--- config.mk ---
export PLATFORM = sky130hd
export DESIGN_NAME = rds_ctrl
export DESIGN_NICKNAME = d
export VERILOG_FILES = /design/src/rtl/rds_pkg.sv /design/src/rtl/rds_ctrl.sv
export SDC_FILE = /design/constraint.sdc
export NUM_CORES = 1
export LEC_CHECK = 0
export BUFFER_PORTS_ARGS = -buffer_cell sky130_fd_sc_hd__buf_2
export CORE_AREA = 8 8 49 51
export CTS_CLUSTER_SIZE = 8
export DETAILED_ROUTE_END_ITERATION = 8
export DIE_AREA = 0 0 57 59
export GPL_TIMING_DRIVEN = 1
export MAX_ROUTING_LAYER = met4
export PLACE_DENSITY_LB_ADDON = 0.25
export SYNTH_ARGS = -nofsm -noshare
export SYNTH_HDL_FRONTEND = slang
export SYNTH_SLANG_ARGS = --single-unit
--- constraint.sdc ---
create_clock -name i_clk -period 1.55 [get_ports i_clk]
set_input_delay 0.0775 -clock i_clk [delete_from_list [all_inputs] [get_ports i_clk]]
set_output_delay 0.0775 -clock i_clk [all_outputs]
set_load 0.01 [all_outputs]
--- src/rtl/rds_pkg.sv ---
// package for the reaction-diffusion rate block: constants, types, commands
// no dependencies
package rds_pkg;
    localparam int MAX_COLS_D    = 128;
    localparam int MAX_ROWS_D    = 512;
    localparam int VALUE_WIDTH_D = 32;
    localparam int CFG_IDX_W     = 3;
    localparam int COL_W         = 7;
    localparam int ROW_W         = 9;

    localparam logic [CFG_IDX_W-1:0] REG_COEF_X     = 3'd0;
    localparam logic [CFG_IDX_W-1:0] REG_COEF_Y     = 3'd1;
    localparam logic [CFG_IDX_W-1:0] REG_BETA_CONST = 3'd2;
    localparam logic [CFG_IDX_W-1:0] REG_BETA_BASE  = 3'd3;
    localparam logic [CFG_IDX_W-1:0] REG_BETA_SLOPE = 3'd4;
    localparam logic [CFG_IDX_W-1:0] REG_VARY_BETA  = 3'd5;
    localparam logic [CFG_IDX_W-1:0] REG_GRID_COLS  = 3'd6;
    localparam logic [CFG_IDX_W-1:0] REG_GRID_ROWS  = 3'd7;

    // stencil neighbor codes
    localparam logic [2:0] NB_C = 3'd0;
    localparam logic [2:0] NB_W = 3'd1;
    localparam logic [2:0] NB_E = 3'd2;
    localparam logic [2:0] NB_S = 3'd3;
    localparam logic [2:0] NB_N = 3'd4;

    // commands from controller to datapath
    typedef struct packed {
        logic       capture;   // latch input item
        logic       wr_cell;   // write the memory
        logic       rd_en;     // issue a neighbor read
        logic [2:0] rd_sel;    // which neighbor, NB_* code
        logic       lat_en;    // latch read data of previous read
        logic [2:0] lat_sel;
        logic       calc_a;    // product stage
        logic       calc_b;    // second stage
        logic       calc_c;    // final round/saturate
    } t_cmd;

    typedef struct packed {
        logic is_eval;
        logic out_busy;
    } t_sts;
endpackage

--- src/rtl/rds_ctrl.sv ---
// controller state machine for the rate block
// depends on rds_pkg
module rds_ctrl (
    input  logic          i_clk,
    input  logic          i_rst_n,
    input  logic          i_valid,
    output logic          o_stall,
    input  rds_pkg::t_sts i_sts,
    output rds_pkg::t_cmd o_cmd
);
    import rds_pkg::*;

    typedef enum logic [8:0] {
        S_IDLE = 9'b000000001,
        S_RD0  = 9'b000000010,
        S_RD1  = 9'b000000100,
        S_RD2  = 9'b000001000,
        S_RD3  = 9'b000010000,
        S_RD4  = 9'b000100000,
        S_CA   = 9'b001000000,
        S_CB   = 9'b010000000,
        S_CC   = 9'b100000000
    } t_state;

    t_state r_state, n_state;
    logic   w_acc;

    assign o_stall = (r_state != S_IDLE);
    assign w_acc   = i_valid && !o_stall;

    // next state and commands
    always_comb begin
        n_state = r_state;
        o_cmd   = '0;
        case (r_state)
            S_IDLE: begin
                o_cmd.capture = w_acc;
                if (w_acc) n_state = S_RD0;
            end
            S_RD0: begin
                if (i_sts.is_eval) begin
                    o_cmd.rd_en = 1'b1; o_cmd.rd_sel = NB_C; n_state = S_RD1;
                end else begin
                    o_cmd.wr_cell = 1'b1; n_state = S_IDLE;
                end
            end
            S_RD1: begin
                o_cmd.rd_en = 1'b1; o_cmd.rd_sel = NB_W;
                o_cmd.lat_en = 1'b1; o_cmd.lat_sel = NB_C; n_state = S_RD2;
            end
            S_RD2: begin
                o_cmd.rd_en = 1'b1; o_cmd.rd_sel = NB_E;
                o_cmd.lat_en = 1'b1; o_cmd.lat_sel = NB_W; n_state = S_RD3;
            end
            S_RD3: begin
                o_cmd.rd_en = 1'b1; o_cmd.rd_sel = NB_S;
                o_cmd.lat_en = 1'b1; o_cmd.lat_sel = NB_E; n_state = S_RD4;
            end
            S_RD4: begin
                o_cmd.rd_en = 1'b1; o_cmd.rd_sel = NB_N;
                o_cmd.lat_en = 1'b1; o_cmd.lat_sel = NB_S; n_state = S_CA;
            end
            S_CA: begin
                o_cmd.lat_en = 1'b1; o_cmd.lat_sel = NB_N;
                o_cmd.calc_a = 1'b1; n_state = S_CB;
            end
            S_CB: begin
                o_cmd.calc_b = 1'b1; n_state = S_CC;
            end
            S_CC: begin
                if (!i_sts.out_busy) begin
                    o_cmd.calc_c = 1'b1; n_state = S_IDLE;
                end
            end
            default: n_state = S_IDLE;
        endcase
    end

    always_ff @(posedge i_clk) begin
        if (!i_rst_n) begin
            r_state <= S_IDLE;
        end else begin
            r_state <= n_state;
        end
    end

    a_onehot: assert property (@(posedge i_clk) disable iff (!i_rst_n) $onehot(r_state))
        else $error("state not one-hot");
    a_noacc: assert property (@(posedge i_clk) disable iff (!i_rst_n)
        (r_state != S_IDLE) |-> !o_cmd.capture) else $error("capture while busy");
    a_cc: assert property (@(posedge i_clk) disable iff (!i_rst_n)
        o_cmd.calc_c |-> !i_sts.out_busy) else $error("result overwrite");
endmodule

Yosys cells after proc, flatten, opt, wreduce, memory -nomap -nowiden --
Index checks and enable logic that the tools add are counted.
Cells by class: reductions and logical operators 3, eq/ne operators 12, multiplexer cells 14
Operator list (count):
- one-hot mux 9 bit (9 select lines) | 1
- one-hot mux 4 bit (5 select lines) | 2
- 2-to-1 mux 9 bit | 2
- == test 9 x 1 -> 1 bit, second input constant | 1
- == test 9 x 2 -> 1 bit, second input constant | 1
- == test 9 x 3 -> 1 bit, second input constant | 1
- == test 9 x 4 -> 1 bit, second input constant | 1
- == test 9 x 5 -> 1 bit, second input constant | 1
- == test 9 x 6 -> 1 bit, second input constant | 1
- == test 9 x 7 -> 1 bit, second input constant | 1
- == test 9 x 8 -> 1 bit, second input constant | 1
- == test 9 bit, second input constant | 1
- != test 9 x 1 -> 1 bit, second input constant | 1
- 2-to-1 mux 1 bit | 7
- 2-to-1 mux 4 bit | 1
- != test 2 bit, second input constant | 2
- 2-to-1 mux 3 bit | 1
- AND reduction 2 bit | 1
- logical AND 1 bit | 1
- logical NOT 1 bit | 1
Word-level totals: flip-flop bits (word level) 9, bits of input ports 5, output and inout port bits 14

Longest topological paths before layout --
Gate-level depths: netlist of run 1.
depth in word-level cells 5, gate-level depth with buffers 6

Worst setup path after synthesis of run 1 --
OpenSTA, ideal clock, no wires.
kind flip-flop to output port, from register r_state[8], to output o_cmd[3] in the netlist's numbering, arrival 1430 ps, buffers on the path 0, path slack 42 ps, cell stages (with the launch flop) 5, cell sequence dfxtp_1 > nor4_2 > nand2_1 > or4b_4 > nand2_1
RTL lines:
- from (decl) | line rds_ctrl.sv:25 | t_state r_state, n_state;
- from (signal assigned) | line rds_ctrl.sv:83 | r_state <= n_state;
- to (decl) | line rds_ctrl.sv:9 | output rds_pkg::t_cmd o_cmd

==> results of run 1 <==
-- where the power goes --
group / internal [mW] / switching [mW] / total [mW]
logic: 0.126 / 0.126 / 0.252
registers: 0.244 / 0.0259 / 0.270
clock network: 0.0986 / 0.0808 / 0.179
total: 0.469 / 0.232 / 0.701
-- through the flow --
step	utilization	power (mW)	hold WS, ns
CTS	0.538	0.682	0.0320
global route	0.596	0.742	0.0549
global placement	0.457	0.462	0.294
finish	0.596	0.701	0.0503
floorplan	-	0.381	0.156
detailed placement	0.457	0.462	0.292
-- cell type report --
cell class / instances / share of cell area
clock buffer: 4 / 0.0267
inverter: 5 / 0.0191
multi-input combinational: 61 / 0.484
sequential: 9 / 0.196
tap: 17 / 0.0216
timing repair buffer: 36 / 0.253
-- critical path, cell delays in order (launching register included) --
cell,delay (ns)
dfxtp_2,0.33
nor4_4,0.27
nand2_1,0.11
or4b_4,0.50
nand2_1,0.07
buf_2,0.12
-- how the worst max path moves through the flow --
stage | to | startpoint | slack (ns) | depth (start not counted)
2_1_floorplan | o_cmd[3] | r_state[8] | 0.04 | 4
3_3_place_gp | o_cmd[3] | r_state[8] | 0.02 | 5
3_5_place_dp | o_cmd[3] | r_state[8] | 0.01 | 5
4_1_cts | o_cmd[3] | r_state[7] | -0.20 | 5
5_1_grt | o_cmd[3] | r_state[6] | -0.24 | 5
6_report | o_cmd[8] | r_state[6] | -0.17 | 5
-- cells by family (layout without fill, tap and decap cells) --
family,after synthesis,after routing,share of synthesized area
and+or+nand+nor,47,47,0.460
AOI/OAI and AO/OA,12,12,0.148
buffers and inverters,6,45,0.0420
DFF,9,9,0.319
xor gates and xnor gates,2,2,0.0310
-- per-layer routing --
layer  up-vias  GRT usage
met5         -          -
met4         0     0.0302
met3         2     0.0172
met2        12      0.188
met1       331      0.118
li1        342          -
-- cell usage in the layout (no fill, tap or decap), types with 2 or more instances in the layout --
cell type   n
nor2_1      6
nand3_2     3
buf_6       5
dfxtp_2     7
buf_4      15
inv_2       2
clkbuf_4    3
nor2b_4     2
inv_1       3
o21ai_0     3
nand2b_1    2
nand2_1    11
buf_2      16
nor2_2      2
nor3_4      2
nor2_4      2
nor3_1      2
nor4_4      2
-- timing repair --
item / in CTS / in global routing
setup buffers: 3 / 5
gates cloned: 0 / 0
pin swaps: 11 / 9
resized for setup: 27 / 16
hold endpoints to repair: 0 / 0
setup endpoints to repair: 14 / 14
==> results by group, run 1 <==
Status
  • Status: finished with violations
  • Failing checks: setup timing

Detailed routing
  • Vias: 687
  • Antenna-violating nets left: 0
  • Drt first pass iters: 4
  • Remaining DRCs: 0
  • Top Layer Used: met4
  • DRT iter0 DRCs: 12
  • Routed WL: 1950 um
  • WL/cell: 14.8 um
  • WL met3: 59 um
  • Via density: 5.20
  • Met2 routed WL: 1030 um
  • Met1 wire length: 846 um

Die
  • Die Width: 57 um
  • Die height: 59 um
  • Initial core utilization: 0.342
  • Core area: 1650 sq um
  • Std cell rows: 15
  • Die area: 3360 sq um
  • Ports: 19

Placement
  • Post-DP Area: 754 sq um
  • Gpl congestion: 0.841
  • Placed cells: 121
  • Pre-CTS setup slack: 0.0124 ns
  • Port Buffers: 18
  • Detailed placement HPWL: 1260 um

Worst setup path
  • Critical path arrival: 1.64 ns
  • Reg2reg start: r_state[3]
  • Worst setup SP type: flip-flop
  • R2R Path End: r_state[0]
  • Critical path capture point type: output pin
  • R2R depth: 7
  • Register-to-Register Setup Slack: 0.05 ns
  • Worst-path maximum fanout: 3
  • Crit path kind: reg -> out
  • Data required time of the worst path: 1.47 ns

Final layout
  • Top reg by flops: r_state
  • Max reg flops: 9
  • Fin cells: 132
  • # diodes: 0
  • Register area: 193 sq um
  • Syn-to-layout area delta: 74.1%
  • Regs by FF count: r_state (9)
  • Layout cells sized above 1: 0.617
  • Area taken by multi-input logic gates: 477 sq um
  • Filler instances: 125
  • Layout Nets: 121
  • Final Cell Area: 985 sq um

Clock tree
  • Root Driver: clkbuf_4
  • Post-CTS Hold Buffers: 0
  • Clock transition at path regs: 0.05 ns
  • CTS tree: yes
  • H-Tree Depth: 1
  • CTS Buf Count: 3
  • Worst skew pair latency: 0.26 ns
  • Max Root-Sink Buffers: 2
  • Clk sinks: 9

Timing
  • Slew Limit Fails: 0
  • Max frequency: 0.583 GHz
  • Rel. slew slack: 0.823
  • RSZ-0062 raised after global routing: yes
  • Final setup violation count: 5
  • Fin. Hold Viols: 0
  • Final worst slack: -0.167 ns
  • Post-layout min period: 1.72 ns
  • Total Neg Setup Slack: -0.439 ns
  • Final period util: 1.11
  • Worst Skew: 0.0197 ns
  • Actual slew at the worst max-slew pin: 0.263 ns

Pwr
  • Pwr dens: 712 nW/um^2
  • Peak supply drop: 606 uV
  • Leakage: 0.504 nW

Yosys
  • Synthesized area: 566 sq um
  • Warning count from the yosys run: 0
  • Post-synth top cells: nand2_1 (12), dfxtp_1 (9), nor2_1 (9)
  • FF+latch count, synth: 9
  • Dominant synthesized flop cell: dfxtp_1
  • Most common cell in the netlist: nand2_1
  • Ys async rst share: 0
  • Synth top area share: 0.319
  • Syn nets: 81
  • Syn Inst Count: 76
  • Post-synth top area cell: dfxtp_1
  • Sequential-to-total area share from yosys stat: 0.319
  • Synth top area cells: dfxtp_1 (32%), nand2_1 (8.0%), nor2_1 (6.0%), nor2b_1 (4.4%), nor4_2 (4.4%)
  • Mean Syn Cell Area: 7.44 sq um
  • Post-synth EDFFs: 0
  • Netlist cell types: 31

Hold path
  • Hold path start: i_rst_n
  • WHS Endpoint: r_state[0]
  • Hold WC Path Type: in -> reg
  • Hold depth: 2

Global route
  • Gr usage total: 0.105
  • First-pass GRT wire length: 2910 um
  • Initial antenna violation count: 0
  • Largest net degree at the start of global routing: 8
  • Gr ovfl total: 0
  • Vias in the first global route: 676

Run
  • Max Cap Viol: 0
Note: power is estimated with default switching activity, not from simulation.
==> run 2: changes to the inputs <==
==> constraint.sdc (replaced) <==
create_clock -name i_clk -period 1.9 [get_ports i_clk]
set_input_delay 0.095 -clock i_clk [delete_from_list [all_inputs] [get_ports i_clk]]
set_output_delay 0.095 -clock i_clk [all_outputs]
set_load 0.01 [all_outputs]
==> run 2 against run 1 <==
Compared with the run above: the run now ends clean; core utilization down 13 points; combinational power is 32% lower; via count decreased by 9.0%; non-clock buffer count decreased by 12; highest routed layer unchanged; worst hold slack gained 0.0096 ns; largest power group unchanged; routed wire length down 20%.
==> results by group, run 2 (synthesis gave the netlist of run 1 again) <==
Detailed routing
  • Routed WL: 1560 um (-20%)
  • WL/cell: 13.0 um (-12%)
  • Antenna-violating nets left: 0 (unchanged)
  • Vias: 625 (-9.0%)
  • Remaining DRCs: 0 (unchanged)
  • Via density: 5.21 (about the same)
  • DRT iter0 DRCs: 19 (+7)
  • Drt first pass iters: 4 (unchanged)

Final layout
  • Final Cell Area: 763 sq um (-22%)
  • Max reg flops: 9 (unchanged)
  • Most common cell after layout, fill and taps aside: buf_2
  • Fin cells: 120 (-9.1%)
  • Syn-to-layout area delta: 35.0%
  • Most frequent cells in the layout: buf_2 (18), nand2_1 (12), nor2_1 (8), dfxtp_1 (8), buf_4 (6)
  • Top reg by flops: r_state
  • Layout cells sized above 1: 0.359 (-0.258)
  • Filler instances: 167 (+34%)
  • Regs by FF count: r_state (9)
  • Layout Nets: 109 (-9.9%)
  • # diodes: 0 (unchanged)

Clock tree
  • CTS tree: yes
  • Root Driver: clkbuf_4
  • Clk sinks: 9 (unchanged)
  • CTS Buf Count: 3 (unchanged)
  • Max Root-Sink Buffers: 2 (unchanged)
  • Post-CTS Hold Buffers: 0 (unchanged)
  • Worst skew pair latency: 0.25 ns (about the same)
  • Clock transition at path regs: 0.06 ns (about the same)
  • H-Tree Depth: 1 (unchanged)

Die
  • Die height: 59 um (unchanged)
  • Die Width: 57 um (unchanged)
  • Ports: 19 (unchanged)
  • Std cell rows: 15 (unchanged)
  • Initial core utilization: 0.342 (unchanged)
  • Core area: 1650 sq um (unchanged)
  • Die area: 3360 sq um (unchanged)

Timing
  • Rel. slew slack: 0.776 (-0.0478)
  • RSZ-0062 raised after global routing: yes
  • Final worst slack: 0.0191 ns (+0.186 ns)
  • Slew Limit Fails: 0 (unchanged)
  • Worst Skew: 0.00611 ns (-0.0135 ns)
  • Post-layout min period: 1.88 ns
  • Final setup violation count: 0 (-5)
  • Final period util: 0.990
  • Actual slew at the worst max-slew pin: 0.334 ns (+0.0715 ns)
  • Max frequency: 0.532 GHz
  • Total Neg Setup Slack: 0 ns (+0.439 ns)
  • Fin. Hold Viols: 0 (unchanged)

Placement
  • Post-DP Area: 687 sq um (-9.0%)
  • Gpl congestion: 0.787 (-6.4%)
  • Port Buffers: 18 (unchanged)
  • Detailed placement HPWL: 1180 um (-6.3%)
  • Placed cells: 112 (-7.4%)
  • Pre-CTS setup slack: 0.174 ns (+0.161 ns)

Status
  • Status: finished, final reports clean

Pwr
  • Leakage: 0.411 nW (-18%)
  • Sequential Power Share: 0.410 (+0.025)
  • Int Pwr: 368 uW (-22%)
  • Power share of the clock group: 0.267 (+0.011)
  • Comb pwr share: 0.322 (-0.037)
  • Final Total Pwr: 534 uW (-24%)
  • Net Sw Frac: 0.311 (-0.0202)
  • NetSw: 166 uW (-29%)
  • Peak supply drop: 331 uV (-45%)
  • Pwr dens: 699 nW/um^2 (-1.8%)

Hold path
  • Hold WC Path Type: in -> reg

Worst setup path
  • WP buf/inv: 1 (unchanged)
  • Worst setup SP type: flip-flop
  • Data required time of the worst path: 1.80 ns (+0.33 ns)
  • Cell Chain, Critical Path: nor4_4 > nand2_1 > or4b_4 > nand2_1 > buf_2
  • Crit path kind: reg -> out
  • CP max stage delay: 0.54 ns (+0.04 ns)
  • CP max stage cell: or4b_4
  • Critical path capture point type: output pin
  • CP delay by family, top: simple AND/OR/NAND/NOR gates
  • Worst path most repeated cell: nand2_1
  • Critical path arrival: 1.79 ns (+0.15 ns)
  • Worst-path maximum fanout: 6 (+3)

Global route
  • GRT met3 Usage: 0.0172 (unchanged)
  • First-pass GRT wire length: 2480 um (-15%)
  • Gr usage total: 0.0929 (-0.0125)
  • Vias in the first global route: 556 (-18%)
  • Gr busiest metal: met2
  • GRT met1 Usage: 0.118 (-0.000798)
  • Gr ovfl total: 0 (unchanged)
  • Met2 GRT Util: 0.135 (-0.0527)
  • Initial antenna violation count: 0 (unchanged)
  • Largest net degree at the start of global routing: 9 (+1)

Run
  • Max Cap Viol: 0 (unchanged)
## run 2: cell types whose count changed in the layout (fill, tap and decap cells not counted), moves of 3 or more
cell / delta
buf_4: -9
nand3_1: +3
dfxtp_2: -7
nor2b_1: +3
buf_6: -5
dfxtp_1: +7
nand3_2: -3
## run 2: cell type report
type                       count  area (sq um)  share of cell area
timing repair buffer          24           135               0.177
multi-input combinational     61           378               0.495
sequential                     9           184               0.241
tap                           17          21.3              0.0279
inverter                       5          18.8              0.0246
clock buffer                   4          26.3              0.0344
## run 2: through the flow
step                hold WS (ns)  utilization
floorplan                  0.174            -
global placement           0.317        0.416
detailed placement         0.313        0.416
CTS                       0.0502        0.446
global route              0.0770        0.462
finish                    0.0600        0.462
## run 2: layer usage
layer / routed length (um) / vias up
li1: - / 322
met1: 776 / 291
met5: 0 / -
met4: 9 / 0
met3: 37 / 2
met2: 738 / 10
## run 2: repair_timing
action | in CTS | in global routing
pin swaps | 2 | 2
setup buffers | 3 | 1
setup endpoints to repair | 2 | 8
gates resized for setup | 1 | 4
## run 2: final timing paths
kind | end | slack (ns) | start | cells after the start
setup reg to reg | r_state[0] | 0.35 | r_state[0] | 7
hold / removal | r_state[0] | 0.06 | i_rst_n | 2
hold reg to reg | r_state[3] | 0.57 | r_state[2] | 2
setup / recovery | o_cmd[8] | 0.02 | r_state[0] | 5
## run 2: power groups by stage
| stage | combinational [mW] | sequential [mW] | clock, mW |
|---|---|---|---|
| 3_3_place_gp | 0.134 | 0.218 | 0 |
| 6_report | 0.172 | 0.219 | 0.143 |
| 4_1_cts | 0.156 | 0.215 | 0.149 |
| 3_5_place_dp | 0.134 | 0.218 | 0 |
| 5_1_grt | 0.193 | 0.221 | 0.158 |
| 2_1_floorplan | 0.0973 | 0.213 | 0 |
## run 2: worst register-to-register path, delay by kind of cell, from the launching register on
kind	cells	cell delay (ns)
and+or+nand+nor	3	0.60
buffers and inverters	2	0.29
AOI/OAI and AO/OA	2	0.21
DFF	1	0.37
==> run 3: changes to the inputs <==
--- a/config.mk
+++ b/config.mk
@@ -6,10 +6,10 @@
 export NUM_CORES = 1
 export LEC_CHECK = 0
 export BUFFER_PORTS_ARGS = -buffer_cell sky130_fd_sc_hd__buf_2
-export CORE_AREA = 8 8 49 51
+export CORE_AREA = 2 2 43 45
 export CTS_CLUSTER_SIZE = 8
 export DETAILED_ROUTE_END_ITERATION = 8
-export DIE_AREA = 0 0 57 59
+export DIE_AREA = 0 0 45 47
 export GPL_TIMING_DRIVEN = 1
 export MAX_ROUTING_LAYER = met4
 export PLACE_DENSITY_LB_ADDON = 0.25
==> run 3 against run 2 <==
Compared with the run above: non-clock buffer count is 3 lower; core utilization is 1.5 points lower; first-iteration DRC count is 32% lower; worst setup slack worse by 0.016 ns; critical endpoint is now o_cmd[3].
==> results by group, run 3 (synthesis gave the netlist of run 1 again) <==
Run
  • Max Cap Viol: 0 (unchanged)

Global route
  • Gr ovfl total: 0 (unchanged)
  • Vias in the first global route: 535 (-3.8%)
  • Gr usage total: 0.156 (+0.0632)
  • Initial antenna violation count: 0 (unchanged)
  • Largest net degree at the start of global routing: 9 (unchanged)
  • First-pass GRT wire length: 2260 um (-8.9%)

Pwr
  • Power share of the clock group: 0.286 (+0.019)
  • Peak supply drop: 356 uV (+7.5%)
  • Pwr dens: 704 nW/um^2 (+0.62%)
  • Int Pwr: 352 uW (-4.1%)
  • NetSw: 167 uW (+0.57%)
  • Sequential Power Share: 0.426 (+0.016)
  • Comb pwr share: 0.288 (-0.034)
  • Leakage: 0.396 nW (-3.8%)
  • Net Sw Frac: 0.322 (+0.0104)

Worst setup path
  • Critical path arrival: 1.80 ns (about the same)
  • Cell Chain, Critical Path: nor4_4 > nand2_1 > or4b_4 > nand2_1 > buf_2
  • Data required time of the worst path: 1.80 ns (about the same)
  • CP max stage cell: or4b_4
  • CP max stage delay: 0.55 ns (about the same)
  • Register-to-Register Setup Slack: 0.37 ns (+0.02 ns)
  • Worst-path maximum fanout: 6 (unchanged)
  • Crit path kind: reg -> out
  • Critical path capture point type: output pin
  • Worst path most repeated cell: nand2_1
  • Worst setup SP type: flip-flop

Status
  • Status: finished, final reports clean

Detailed routing
  • Routed WL: 1430 um (-8.3%)
  • WL/cell: 12.2 um (-5.9%)
  • Remaining DRCs: 0 (unchanged)
  • Via density: 5.29 (+1.6%)
  • DRT iter0 DRCs: 13 (-6)
  • Vias: 619 (-0.96%)
  • Antenna-violating nets left: 0 (unchanged)
  • Drt first pass iters: 4 (unchanged)

Final layout
  • Regs by FF count: r_state (9)
  • Fin util: 0.447 (-0.0152)
  • Top reg by flops: r_state
  • Most common cell after layout, fill and taps aside: buf_2
  • Fin cells: 117 (-2.5%)
  • # diodes: 0 (unchanged)
  • Most frequent cells in the layout: buf_2 (18), nand2_1 (12), dfxtp_1 (8)
  • Layout Nets: 106 (-2.8%)
  • Syn-to-layout area delta: 30.5%
  • Layout cells sized above 1: 0.340 (-0.0192)
  • Max reg flops: 9 (unchanged)

Die
  • Core area: 1650 sq um (unchanged)
  • Die height: 47 um (-20%)
  • Die area: 2120 sq um (-37%)
  • Std cell rows: 15 (unchanged)
  • Die Width: 45 um (-21%)
  • Ports: 19 (unchanged)
  • Initial core utilization: 0.342 (unchanged)

Timing
  • Total Neg Setup Slack: 0 ns (unchanged)
  • Post-layout min period: 1.90 ns (+0.0162 ns)
  • Worst Skew: 0.00450 ns (-0.00161 ns)
  • Final worst slack: 0.00291 ns (-0.0162 ns)
  • Fin. Hold Viols: 0 (unchanged)
  • Rel. slew slack: 0.770 (-0.00528)
  • Final period util: 0.998 (+0.00851)
  • Actual slew at the worst max-slew pin: 0.342 ns (+0.00786 ns)
  • RSZ-0062 raised after global routing: yes
  • Final setup violation count: 0 (unchanged)
  • Slew Limit Fails: 0 (unchanged)
  • Max frequency: 0.527 GHz (-0.85%)

Clock tree
  • Post-CTS Hold Buffers: 0 (unchanged)
  • Clk sinks: 9 (unchanged)
  • CTS Buf Count: 3 (unchanged)
  • CTS tree: yes
  • Clock transition at path regs: 0.06 ns (about the same)
  • Max Root-Sink Buffers: 2 (unchanged)
  • Root Driver: clkbuf_4
  • H-Tree Depth: 1 (unchanged)
  • Worst skew pair latency: 0.26 ns (about the same)

Placement
  • Gpl congestion: 0.805 (+2.3%)
  • Pre-CTS setup slack: 0.168 ns (-0.00532 ns)
  • Placed cells: 112 (unchanged)
  • Port Buffers: 18 (unchanged)
  • Detailed placement HPWL: 1070 um (-9.0%)

Hold path
  • Hold WC Path Type: in -> reg
==> run 3: layout make-up <==
class                           count  area, sq um
Multi-Input combinational cell     61          375
Inverter                            5         18.8
Sequential cell                     9          184
Timing Repair Buffer               21          113
Fill cell                         179          913
Clock buffer                        4         26.3
Tap cell                           17         21.3
==> run 3: through the flow <==
stage,power [mW],hold WS [ns],instance area (sq um)
6_report,0.519,0.0512,738
5_1_grt,0.557,0.0390,738
4_1_cts,0.515,0.0501,731
3_5_place_dp,0.351,0.316,687
3_3_place_gp,0.351,0.319,687
2_1_floorplan,0.311,0.174,566
==> run 3: power groups by stage <==
stage / combinational (mW) / clock, mW / sequential, mW
floorplan: 0.0973 / 0 / 0.213
global placement: 0.133 / 0 / 0.218
detailed placement: 0.133 / 0 / 0.218
CTS: 0.147 / 0.151 / 0.218
global route: 0.166 / 0.168 / 0.224
finish: 0.150 / 0.148 / 0.221
==> run 3: metal layers <==
metal,part of all wire,GRT usage,wire length (um),vias to the layer above
met5,0,-,0,-
met4,0.016,0.106,23,0
met3,0.050,0.0269,72,4
met2,0.45,0.220,649,17
met1,0.48,0.202,688,285
li1,-,-,-,313
==> run 3: path summary, 6_finish.rpt <==
check	from	to	depth (start not counted)
worst min-delay path	i_rst_n	r_state[0]	2
worst max register to register	r_state[0]	r_state[0]	6
worst min register to register	r_state[2]	r_state[3]	2
worst max-delay path	r_state[0]	o_cmd[3]	5
==> run 3: worst max-delay path: cells and delay by family (launching register included) <==
family	cells	cell delay, ns
flops	1	0.37
buf+inv	1	0.13
simple gates	4	1.05
==> run 3: what timing repair did <==
action / 4_1_cts / 5_1_grt
buffers inserted: 1 / 0
gates resized for setup: 2 / 3
pin swaps: 2 / 1
endpoints found under the setup margin: 2 / 5
